**src/rtl/access_stride_monitor_top_macros.svh**
```systemverilog
// ----------------------------------------------------------------------------
// access_stride_monitor_top_macros
// Assertion macros used by asm_back in the stride monitor RTL.
// ----------------------------------------------------------------------------
`ifndef ACCESS_STRIDE_MONITOR_TOP_MACROS_SVH
`define ACCESS_STRIDE_MONITOR_TOP_MACROS_SVH

// Same-cycle implication, sampled on clk, off during rst.
`define ASM_ASSERT_NOW(lbl, ante, cons) \
  lbl: assert property (@(posedge clk) disable iff (rst) (ante) |-> (cons)) \
    else $error("access_stride_monitor: check failed");

// Next-cycle implication, sampled on clk, off during rst.
`define ASM_ASSERT_NEXT(lbl, ante, cons) \
  lbl: assert property (@(posedge clk) disable iff (rst) (ante) |=> (cons)) \
    else $error("access_stride_monitor: check failed");

`endif

```
**src/rtl/asm_pkg.sv**
```systemverilog
// ----------------------------------------------------------------------------
// asm_pkg
// Types and constants for the access stride monitor.
// ----------------------------------------------------------------------------
package asm_pkg;

  localparam int unsigned LOG_CAPACITY = 1048576;
  localparam int ENTRY_W = $clog2(LOG_CAPACITY + 1);

  localparam int CNT_W = 20;
  localparam logic [CNT_W-1:0] CNT_MAX = {CNT_W{1'b1}};

  localparam int SHIFT_W = 6;
  localparam logic [SHIFT_W-1:0] LINE_SHIFT_RST = 6'd7;

  localparam logic signed [31:0] STRIDE_MIN_RST = 32'sh7FFF_FFFF;
  localparam logic signed [31:0] STRIDE_MAX_RST = 32'sh8000_0000;

  localparam int Q_DEPTH = 4;
  localparam int Q_AW    = $clog2(Q_DEPTH);
  localparam int Q_CW    = $clog2(Q_DEPTH + 1);

  localparam logic KIND_RECORD = 1'b0;
  localparam logic KIND_CLEAR  = 1'b1;

  typedef enum logic [1:0] {
    OP_RECORD,
    OP_DROP,
    OP_CLEAR
  } op_t;

  typedef struct packed {
    logic        kind;
    logic        is_write;
    logic [63:0] address;
    logic [11:0] access_size;
  } in_item_t;

  typedef struct packed {
    logic                    accepted;
    logic signed [31:0]      stride;
    logic                    stride_valid;
    logic                    line_changed;
    logic [CNT_W-1:0]        stride_count;
    logic signed [63:0]      stride_sum;
    logic signed [31:0]      stride_min;
    logic signed [31:0]      stride_max;
    logic [CNT_W-1:0]        zero_strides;
    logic [CNT_W-1:0]        line_changes;
    logic [63:0]             trace_checksum;
  } out_item_t;

  // one classified beat between front and back
  typedef struct packed {
    op_t         op;
    logic        is_write;
    logic [63:0] address;
    logic [63:0] checksum;
  } q_entry_t;

endpackage

```
**src/rtl/asm_if.sv**
```systemverilog
// ----------------------------------------------------------------------------
// asm_if
// Valid/ready channels for access beats and result beats.
// ----------------------------------------------------------------------------
interface asm_in_if;
  import asm_pkg::*;
  logic     valid;
  logic     ready;
  in_item_t payload;

  modport source (output valid, output payload, input ready);
  modport sink   (input valid, input payload, output ready);
endinterface

interface asm_out_if;
  import asm_pkg::*;
  logic      valid;
  logic      ready;
  out_item_t payload;

  modport source (output valid, output payload, input ready);
  modport sink   (input valid, input payload, output ready);
endinterface

```
**src/rtl/asm_front.sv**
```systemverilog
// ----------------------------------------------------------------------------
// asm_front
// Takes access beats, applies the capacity limit and keeps the checksum.
// ----------------------------------------------------------------------------
module asm_front (
  input  logic             clk,
  input  logic             rst,
  asm_in_if.sink           req,
  output asm_pkg::q_entry_t push_data,
  output logic             push_valid,
  input  logic             push_ready
);
  import asm_pkg::*;

  logic [ENTRY_W-1:0] entries;
  logic [ENTRY_W-1:0] entries_next;
  logic [63:0]        checksum;
  logic [63:0]        checksum_next;
  op_t                op;
  logic               take;

  assign req.ready  = push_ready;
  assign push_valid = req.valid;
  assign take       = req.valid && push_ready;

  always_comb begin
    entries_next  = entries;
    checksum_next = checksum;
    if (req.payload.kind == KIND_CLEAR) begin
      op            = OP_CLEAR;
      entries_next  = '0;
      checksum_next = '0;
    end else if (entries < ENTRY_W'(LOG_CAPACITY)) begin
      op            = OP_RECORD;
      entries_next  = entries + 1'b1;
      checksum_next = checksum + req.payload.address + {52'd0, req.payload.access_size}
                      + {63'd0, req.payload.is_write};
    end else begin
      op = OP_DROP;
    end
  end

  assign push_data.op       = op;
  assign push_data.is_write = req.payload.is_write;
  assign push_data.address  = req.payload.address;
  assign push_data.checksum = checksum_next;

  always_ff @(posedge clk) begin
    if (rst) begin
      entries  <= '0;
      checksum <= '0;
    end else if (take) begin
      entries  <= entries_next;
      checksum <= checksum_next;
    end
  end

endmodule

```
**src/rtl/asm_queue.sv**
```systemverilog
// ----------------------------------------------------------------------------
// asm_queue
// Short FIFO between the classifying front and the statistics back.
// ----------------------------------------------------------------------------
module asm_queue (
  input  logic              clk,
  input  logic              rst,
  input  asm_pkg::q_entry_t wr_data,
  input  logic              wr_valid,
  output logic              wr_ready,
  output asm_pkg::q_entry_t rd_data,
  output logic              rd_valid,
  input  logic              rd_ready
);
  import asm_pkg::*;

  q_entry_t        mem [Q_DEPTH];
  logic [Q_AW-1:0] wr_ptr;
  logic [Q_AW-1:0] rd_ptr;
  logic [Q_CW-1:0] count;
  logic            push;
  logic            pop;

  assign wr_ready = (count != Q_CW'(Q_DEPTH));
  assign rd_valid = (count != '0);
  assign push     = wr_valid && wr_ready;
  assign pop      = rd_valid && rd_ready;
  assign rd_data  = mem[rd_ptr];

  always_ff @(posedge clk) begin
    if (push) begin
      mem[wr_ptr] <= wr_data;
    end
  end

  always_ff @(posedge clk) begin
    if (rst) begin
      wr_ptr <= '0;
      rd_ptr <= '0;
      count  <= '0;
    end else begin
      if (push) begin
        wr_ptr <= (wr_ptr == Q_AW'(Q_DEPTH - 1)) ? '0 : wr_ptr + 1'b1;
      end
      if (pop) begin
        rd_ptr <= (rd_ptr == Q_AW'(Q_DEPTH - 1)) ? '0 : rd_ptr + 1'b1;
      end
      case ({push, pop})
        2'b10:   count <= count + 1'b1;
        2'b01:   count <= count - 1'b1;
        default: count <= count;
      endcase
    end
  end

endmodule

```
**src/rtl/asm_back.sv**
```systemverilog
// ----------------------------------------------------------------------------
// asm_back
// Per-type stride statistics and the registered result beat.
// ----------------------------------------------------------------------------
`include "access_stride_monitor_top_macros.svh"

module asm_back (
  input  logic                        clk,
  input  logic                        rst,
  input  logic [asm_pkg::SHIFT_W-1:0] line_shift,
  input  asm_pkg::q_entry_t           rd_data,
  input  logic                        rd_valid,
  output logic                        rd_ready,
  asm_out_if.source                   rsp
);
  import asm_pkg::*;

  logic [63:0]        last_addr [2];
  logic               have_last [2];
  logic [CNT_W-1:0]   cnt       [2];
  logic signed [63:0] sum       [2];
  logic signed [31:0] mn        [2];
  logic signed [31:0] mx        [2];
  logic [CNT_W-1:0]   zero_cnt  [2];
  logic [CNT_W-1:0]   chg_cnt   [2];

  logic               pop;
  logic               t;
  logic [63:0]        prev;
  logic signed [31:0] stride;
  logic               changed;
  logic               do_stride;
  logic [CNT_W-1:0]   cnt_next;
  logic signed [63:0] sum_next;
  logic signed [31:0] mn_next;
  logic signed [31:0] mx_next;
  logic [CNT_W-1:0]   zero_next;
  logic [CNT_W-1:0]   chg_next;
  out_item_t          res;

  assign rd_ready = !rsp.valid || rsp.ready;
  assign pop      = rd_valid && rd_ready;

  assign t         = rd_data.is_write;
  assign prev      = last_addr[t];
  assign stride    = rd_data.address[31:0] - prev[31:0];
  // line compare without shifting both sides
  assign changed   = (((rd_data.address ^ prev) >> line_shift) != 64'd0);
  assign do_stride = (rd_data.op == OP_RECORD) && have_last[t];

  always_comb begin
    cnt_next  = cnt[t];
    sum_next  = sum[t];
    mn_next   = mn[t];
    mx_next   = mx[t];
    zero_next = zero_cnt[t];
    chg_next  = chg_cnt[t];
    if (do_stride) begin
      cnt_next = (cnt[t] == CNT_MAX) ? cnt[t] : cnt[t] + 1'b1;
      sum_next = sum[t] + {{32{stride[31]}}, stride};
      if (stride < mn[t]) begin
        mn_next = stride;
      end
      if (stride > mx[t]) begin
        mx_next = stride;
      end
      if (stride == 32'sd0 && zero_cnt[t] != CNT_MAX) begin
        zero_next = zero_cnt[t] + 1'b1;
      end
      if (changed && chg_cnt[t] != CNT_MAX) begin
        chg_next = chg_cnt[t] + 1'b1;
      end
    end
  end

  always_comb begin
    res.accepted       = (rd_data.op == OP_RECORD);
    res.stride         = do_stride ? stride : 32'sd0;
    res.stride_valid   = do_stride;
    res.line_changed   = do_stride && changed;
    res.stride_count   = cnt_next;
    res.stride_sum     = sum_next;
    res.stride_min     = mn_next;
    res.stride_max     = mx_next;
    res.zero_strides   = zero_next;
    res.line_changes   = chg_next;
    res.trace_checksum = rd_data.checksum;
    if (rd_data.op == OP_CLEAR) begin
      res.stride_count = '0;
      res.stride_sum   = '0;
      res.stride_min   = STRIDE_MIN_RST;
      res.stride_max   = STRIDE_MAX_RST;
      res.zero_strides = '0;
      res.line_changes = '0;
    end
  end

  always_ff @(posedge clk) begin
    if (pop) begin
      rsp.payload <= res;
    end
  end

  always_ff @(posedge clk) begin
    if (rst) begin
      rsp.valid <= 1'b0;
    end else if (pop) begin
      rsp.valid <= 1'b1;
    end else if (rsp.ready) begin
      rsp.valid <= 1'b0;
    end
  end

  always_ff @(posedge clk) begin
    if (rst) begin
      for (int i = 0; i < 2; i++) begin
        last_addr[i] <= '0;
        have_last[i] <= 1'b0;
        cnt[i]       <= '0;
        sum[i]       <= '0;
        mn[i]        <= STRIDE_MIN_RST;
        mx[i]        <= STRIDE_MAX_RST;
        zero_cnt[i]  <= '0;
        chg_cnt[i]   <= '0;
      end
    end else if (pop) begin
      case (rd_data.op)
        OP_CLEAR: begin
          for (int i = 0; i < 2; i++) begin
            last_addr[i] <= '0;
            have_last[i] <= 1'b0;
            cnt[i]       <= '0;
            sum[i]       <= '0;
            mn[i]        <= STRIDE_MIN_RST;
            mx[i]        <= STRIDE_MAX_RST;
            zero_cnt[i]  <= '0;
            chg_cnt[i]   <= '0;
          end
        end
        OP_RECORD: begin
          last_addr[t] <= rd_data.address;
          have_last[t] <= 1'b1;
          cnt[t]       <= cnt_next;
          sum[t]       <= sum_next;
          mn[t]        <= mn_next;
          mx[t]        <= mx_next;
          zero_cnt[t]  <= zero_next;
          chg_cnt[t]   <= chg_next;
        end
        default: begin
        end
      endcase
    end
  end

  `ASM_ASSERT_NOW(a_stride_needs_accept, rsp.valid && rsp.payload.stride_valid, rsp.payload.accepted)
  `ASM_ASSERT_NOW(a_minmax_rd, cnt[0] != '0, mn[0] <= mx[0])
  `ASM_ASSERT_NOW(a_minmax_wr, cnt[1] != '0, mn[1] <= mx[1])
  `ASM_ASSERT_NEXT(a_clear_forgets, pop && rd_data.op == OP_CLEAR, !have_last[0] && !have_last[1])

endmodule

```
**src/rtl/access_stride_monitor_top.sv**
```systemverilog
// ----------------------------------------------------------------------------
// access_stride_monitor_top
// Read/write stride statistics and trace checksum over an access stream.
// ----------------------------------------------------------------------------
//  channel  dir  beat
//  req      in   kind, is_write, address, access_size
//  rsp      out  accepted, stride, stride_valid, line_changed, stats, checksum
//  cfg      in   cfg_we / cfg_wdata -> line_shift
//
// One beat per cycle sustained while rsp takes results. The front writes an accepted
// access beat into the 4-entry queue at its accepting edge. The back pops it once
// the result reg is free, registers the updated stats there and raises rsp.valid.
// The back's per-type update sets the rate.
// rst is synchronous; no clearing pass, req is ready the cycle after reset.
// A stalled rsp fills the queue; req.ready drops only when the queue is full.
// ----------------------------------------------------------------------------
module access_stride_monitor_top (
  input  logic                        clk,
  input  logic                        rst,
  input  logic                        cfg_we,
  input  logic [asm_pkg::SHIFT_W-1:0] cfg_wdata,
  asm_in_if.sink                      req,
  asm_out_if.source                   rsp
);
  import asm_pkg::*;

  logic [SHIFT_W-1:0] line_shift;
  q_entry_t           push_data;
  logic               push_valid;
  logic               push_ready;
  q_entry_t           rd_data;
  logic               rd_valid;
  logic               rd_ready;

  always_ff @(posedge clk) begin
    if (rst) begin
      line_shift <= LINE_SHIFT_RST;
    end else if (cfg_we) begin
      line_shift <= cfg_wdata;
    end
  end

  asm_front u_front (
    .clk        (clk),
    .rst        (rst),
    .req        (req),
    .push_data  (push_data),
    .push_valid (push_valid),
    .push_ready (push_ready)
  );

  asm_queue u_queue (
    .clk      (clk),
    .rst      (rst),
    .wr_data  (push_data),
    .wr_valid (push_valid),
    .wr_ready (push_ready),
    .rd_data  (rd_data),
    .rd_valid (rd_valid),
    .rd_ready (rd_ready)
  );

  asm_back u_back (
    .clk        (clk),
    .rst        (rst),
    .line_shift (line_shift),
    .rd_data    (rd_data),
    .rd_valid   (rd_valid),
    .rd_ready   (rd_ready),
    .rsp        (rsp)
  );

endmodule

```
**src/flat_wrapper.sv**
```systemverilog
// flat-port wrapper written by rule: the top's interface ports become plain ports
module access_stride_monitor_top_flat import asm_pkg::*;
  (clk, rst, cfg_we, cfg_wdata, req_valid, req_payload, req_ready, rsp_valid, rsp_payload, rsp_ready);
  asm_in_if req_i ();
  asm_out_if rsp_i ();
  input  logic clk;
  input  logic rst;
  input  logic cfg_we;
  input  logic [asm_pkg::SHIFT_W-1:0] cfg_wdata;
  input wire logic [$bits(req_i.valid)-1:0] req_valid;
  input wire logic [$bits(req_i.payload)-1:0] req_payload;
  output wire logic [$bits(req_i.ready)-1:0] req_ready;
  output wire logic [$bits(rsp_i.valid)-1:0] rsp_valid;
  output wire logic [$bits(rsp_i.payload)-1:0] rsp_payload;
  input wire logic [$bits(rsp_i.ready)-1:0] rsp_ready;
  assign req_i.valid = req_valid;
  assign req_i.payload = req_payload;
  assign req_ready = req_i.ready;
  assign rsp_valid = rsp_i.valid;
  assign rsp_payload = rsp_i.payload;
  assign rsp_i.ready = rsp_ready;
  access_stride_monitor_top u_core (.clk(clk), .rst(rst), .cfg_we(cfg_we), .cfg_wdata(cfg_wdata), .req(req_i), .rsp(rsp_i));
endmodule
```
**config.mk**
```make
export PLATFORM = sky130hd
export DESIGN_NAME = access_stride_monitor_top_flat
export DESIGN_NICKNAME = d
export VERILOG_FILES = /design/src/rtl/asm_pkg.sv /design/src/rtl/asm_if.sv /design/src/rtl/asm_front.sv /design/src/rtl/asm_queue.sv /design/src/rtl/asm_back.sv /design/src/rtl/access_stride_monitor_top.sv /design/src/flat_wrapper.sv
export VERILOG_INCLUDE_DIRS = /design/src /design/src/rtl
export SDC_FILE = /design/constraint.sdc
export NUM_CORES = 2
export LEC_CHECK = 0
export BUFFER_PORTS_ARGS = -buffer_cell sky130_fd_sc_hd__buf_2
export CAP_MARGIN = 20
export CORE_MARGIN = 2
export CORE_UTILIZATION = 49
export DETAILED_ROUTE_END_ITERATION = 10
export PLACE_DENSITY = 0.66
export SYNTH_ARGS = -nofsm -noshare
export SYNTH_HDL_FRONTEND = slang
export SYNTH_SLANG_ARGS = --single-unit
```
**constraint.sdc**
```tcl
create_clock -name clk -period 31.5 [get_ports clk]
set_clock_uncertainty 0.05 [all_clocks]
set_input_delay 3.15 -clock clk [delete_from_list [all_inputs] [get_ports clk]]
set_output_delay 3.15 -clock clk [all_outputs]
set_load 0.05 [all_outputs]
```
# After elaboration in Yosys (flattened, before gate mapping)
# Memories as Yosys holds them, arrays and structs flattened. A register that Yosys moved wholly into a read port is not among the register bits.
# Index checks and enable logic that the tools add are counted.
# word_totals
inputBits,89
mem_count,9
elab_cells,170
mem_bits_rw,1030
register_bits,386
out_inout_bits,289
# classes
n_lt_le_gt_ge,3
shifts,1
n_eq_ne,9
bitwise_logic,17
n_addsub,13
muxes,76
n_reduce_logical,24
# memory_table
name,depth,word_bits,rd,rd_clocked_by_memory_dff,write_ports,line,text
u_core.u_queue.mem,4,131,1,1,1,asm_queue.sv:17,q_entry_t mem [Q_DEPTH];
u_core.u_back.last_addr,2,64,1,0,2,asm_back.sv:18,logic [63:0] last_addr [2];
u_core.u_back.sum,2,64,1,0,2,asm_back.sv:21,logic signed [63:0] sum [2];
u_core.u_back.mn,2,32,1,0,2,asm_back.sv:22,logic signed [31:0] mn [2];
u_core.u_back.mx,2,32,1,0,2,asm_back.sv:23,logic signed [31:0] mx [2];
u_core.u_back.chg_cnt,2,20,1,0,2,asm_back.sv:25,logic [CNT_W-1:0] chg_cnt [2];
3 more memories,--,--,--,--,--,--,
# ops
op,n
2-to-1 mux 64 bit,9
2-to-1 mux 32 bit,10
2-to-1 mux 20 bit,15
adder 64 bit,2
OR reduction 64 bit,2
adder 64 x 1 -> 64 bit,1
adder 64 x 12 -> 64 bit,1
nonzero test 64 bit,1
OR reduction 32 bit,2
right shift 64 x 6 -> 64 bit,1
bitwise XOR 64 bit,1
"adder 20 x 1 -> 20 bit, second input constant",3
OR reduction 20 bit,3
2-to-1 mux 21 bit,2
"!= test 20 bit, second input constant",2
2-to-1 mux 1 bit,34
> comparator 32 bit,1
logical NOT 32 bit,1
less-than comparator 32 bit,1
subtractor 32 bit,1
"adder 21 x 1 -> 21 bit, second input constant",1
"less-than comparator 21 bit, second input constant",1
"== test 20 bit, second input constant",1
OR 1 bit,16
16 further kinds,31

# Depth between registers and ports, before layout
# logic_depth
ltp_word,8
ltp_mapped,45
mapped_depth_nobuf,30

# Cells and area by module
# From an unflattened synthesis, not the netlist that was laid out.
# hier_totals
hier_cells,5706
hier_area_um2,71757.6
# modules_own_cells
module,area_each_um2,seq_area_each_um2,instances,cells_each
asm_back,42567.1,23812.8,1,3713
asm_queue,19429.9,15915.3,1,737
asm_front,9535.4,1701.6,1,1237
access_stride_monitor_top,225.2,120.1,1,19

# Worst setup path after synthesis
# Ideal clock, no wire load.
# synth_timing
path_type,input to register
from,in rsp_ready
to,"mem u_core.u_back.chg_cnt[1][0], enable pin"
path_buffers,0
stages,4
arrival_ps,25177
setup_slack_ps,5649
t_required_ps,30826
setup_ps,624
cell_sequence,inv_1 > a21oi_1 > a21oi_1 > nand2_1
# synth_rtl
element,line,text
start: declaration,flat_wrapper.sv:15,input wire logic [$bits(rsp_i.ready)-1:0] rsp_ready;
end: declaration,asm_back.sv:25,

==> summary.md <==
| Metric | Value |
|---|---|
| Most frequent cells in the layout | edfxtp_1 (1315), nor2_1 (768), nand2_1 (625) |
| Post-cts sizing count | 0 |
| Post-synth top area share | 0.560 |
| Max-cap violations | 0 |
| Unrepaired setup endpoints after global routing | false |
| Yosys Warn Count | 0 |
| Fmax | 0.105 GHz |
| Die height | 383 um |
| Synth Instances | 5685 |
| Clock root cell | clkbuf_16 |
| Post-Syn Nets | 6035 |
| Critical Path Most Common Cell | nand2_1 |
| CTS sink cnt | 1418 |
| Die width | 383 um |
| Normalized max-slew margin | 0.0813 |
| Slew @ Worst Pin | 1.38 ns |
| Setup TNS | 0 ns |
| Startpoint types | register |
| Final GP Congestion | 0.905 |
| Final layout net count | 6358 |
| CTS H-Tree Depth | 4 |
| Clock Latency Late Sink | 0.78 ns |
| Post-synth EDFFs | 1315 |
| I/O pin cnt | 378 |
| Die area | 147000 um2 |
| Biggest cell delay along the critical path | 1.06 ns |
| Post-DRT Antenna Nets | 0 |
| Outcome | finished clean |
| Synth area leaders | edfxtp_1 (56%), mux4_2 (4.5%), ha_1 (4.4%), nor2_1 (4.1%), mux2i_1 (3.6%) |
| GRT Total Usage | 0.241 |
| Iteration-0 DRC Markers | 4193 |
| Fin. Hold Viols | 0 |
| Tcrit/Tclk final | 0.303 |
| Fillers | 11900 |
| Top_reg_cell synth | edfxtp_1 |
| Hold Buf Count CTS | 0 |
| Tmin final | 9.54 ns |
| TritonRoute pass-1 iters | 5 |
| Post-DP HPWL | 118 mm |
| Library cells used by synthesis | 113 |
| Asr flop ratio synth | 0 |
| Initial Util | 0.492 |
| Critical path fanouts, max | 48 |
| Worst setup path category | reg2reg |
| Core area | 143000 um2 |
| Cell taking the most area after synthesis | edfxtp_1 |
| Rows | 139 |
| Post-synthesis sequential area ratio | 0.590 |
| Routed vias | 46300 |
| I/O Buffers | 377 |
| Layout cells sized above 1 | 0.157 |
| Clock-pin slew on the worst setup and hold paths | 0.06 ns |
| Clock Path Buffers | 3 |
| DRC | 0 |
| Number of max-slew violations in the final report | 0 |
| Syn Area/Cell | 12.4 um2 |
| Vias per std cell | 5.76 |
| Num CTS Buffers | 151 |
| Worst EP arrival | 10.02 ns |
| Initial antenna violation count | 21 |
| Commonest non-fill, non-tap cell in the layout | edfxtp_1 |
| Largest net degree at the start of global routing | 184 |
| Setup Buffers After CTS | 0 |
| Hold WC Path Type | reg2reg |
| Layout area overhead | 12.5% |
| Vias in the first global route | 44900 |
| Required time of the critical path | 31.98 ns |
| Final setup viols | 0 |
| Yosys reg bits | 1418 |
| Global-route wire length before repair | 272 mm |
| Routed length per instance | 22.2 um |
| CP max stage cell | mux4_4 |
| WL final | 179 mm |
| Crit path capture type | register |
| Post-synthesis cell area | 70500 um2 |
| GR Overflow Total | 0 |
| CTS tree | built |
==> through the flow <==
step	setup slack (ns)	instance area [um2]	instances	utilization	hold slack [ns]
2_1_floorplan	5.65	70500	5685	-	0.372
3_3_place_gp	22.10	74200	7757	0.519	0.380
3_5_place_dp	21.98	74200	7758	0.519	0.384
4_1_cts	21.96	79300	8032	0.554	0.393
5_1_grt	21.22	79300	8040	0.554	0.418
6_report	21.96	79300	8042	0.554	0.394
==> cells by family after synthesis <==
group / share of synthesized area
mux: 0.0908
fa+ha+maj: 0.0496
compound gates: 0.0806
flops: 0.590
buf+inv: 0.0228
simple gates: 0.126
xor+xnor: 0.0408
==> path summary, 6_finish.rpt <==
kind,from,to,slack [ns],cells past startpoint
setup / recovery,register,u_core.u_back.sum[1][48],21.96,25
hold / removal,u_core.u_back.have_last[0],u_core.u_back.have_last[0],0.39,2
setup reg to reg,register,u_core.u_back.sum[1][48],21.96,25
hold reg to reg,u_core.u_back.have_last[0],u_core.u_back.have_last[0],0.39,2
==> worst max-delay path, delay by kind of cell (launching register included) <==
family	cells	cell delay (ns)
AO/OA/AOI/OAI	11	3.12
buffers and inverters	3	1.64
multiplexers	2	1.24
adder cells (fa/ha/maj)	3	1.25
flip-flops	1	0.79
XOR/XNOR	2	0.34
AND/OR/NAND/NOR	4	0.76
==> final cells by class <==
class                   count  area [um2]  area share
diodes                     10        25.0    0.000316
clock buffers             196        4190      0.0528
clock inverters            78         860      0.0108
inverters                 109         409     0.00516
multi-input cells        3886       27400       0.346
flip-flops and latches   1418       41600       0.524
well taps                1903        2380      0.0300
repair buffers            442        2460      0.0310
==> synth_stat cells, drive strengths merged (26+ instances only) <==
cell type / count
inv: 106
and3: 49
a22o: 26
nand2: 628
nor3: 62
nand2b: 41
a21o: 83
buf: 83
a31oi: 26
edfxtp: 1315
mux2i: 265
nor2: 772
a21oi: 285
nand4: 40
nand3: 90
mux4: 142
xor2: 108
nor2b: 92
and2: 90
xnor2: 200
o21ai: 184
ha: 245
clkbuf: 189
mux2: 44
dfxtp: 103
==> flip-flops by register name, indices dropped and copies added (netlist names), named ones only <==
signal	count
u_core.u_back.rsp.valid	1
u_core.u_front.entries	21
u_core.u_back.zero_cnt	40
u_core.u_queue.mem	524
u_core.u_back.chg_cnt	40
u_core.u_back.sum	128
u_core.u_queue.rd_ptr	2
u_core.u_queue.count	3
u_core.u_front.checksum	64
u_core.u_back.rsp.payload	287
u_core.u_back.have_last	2
u_core.u_back.last_addr	128
u_core.u_back.mx	64
u_core.u_queue.wr_ptr	2
u_core.line_shift	6
u_core.u_back.mn	64
u_core.u_back.cnt	40
==> routing by layer <==
metal / routed length (um) / GRT usage / up-vias / share of wire
met1: 79700 / 0.345 / 23000 / 0.45
met2: 83800 / 0.382 / 1499 / 0.47
met4: 4210 / 0.0693 / 12 / 0.024
li1: - / - / 21600 / -
met3: 10800 / 0.0341 / 262 / 0.060
met5: 71 / 0 / - / 0.00040
Power is not shown: default switching activity piles up to over one toggle a cycle in this logic, so the estimate is an artifact.
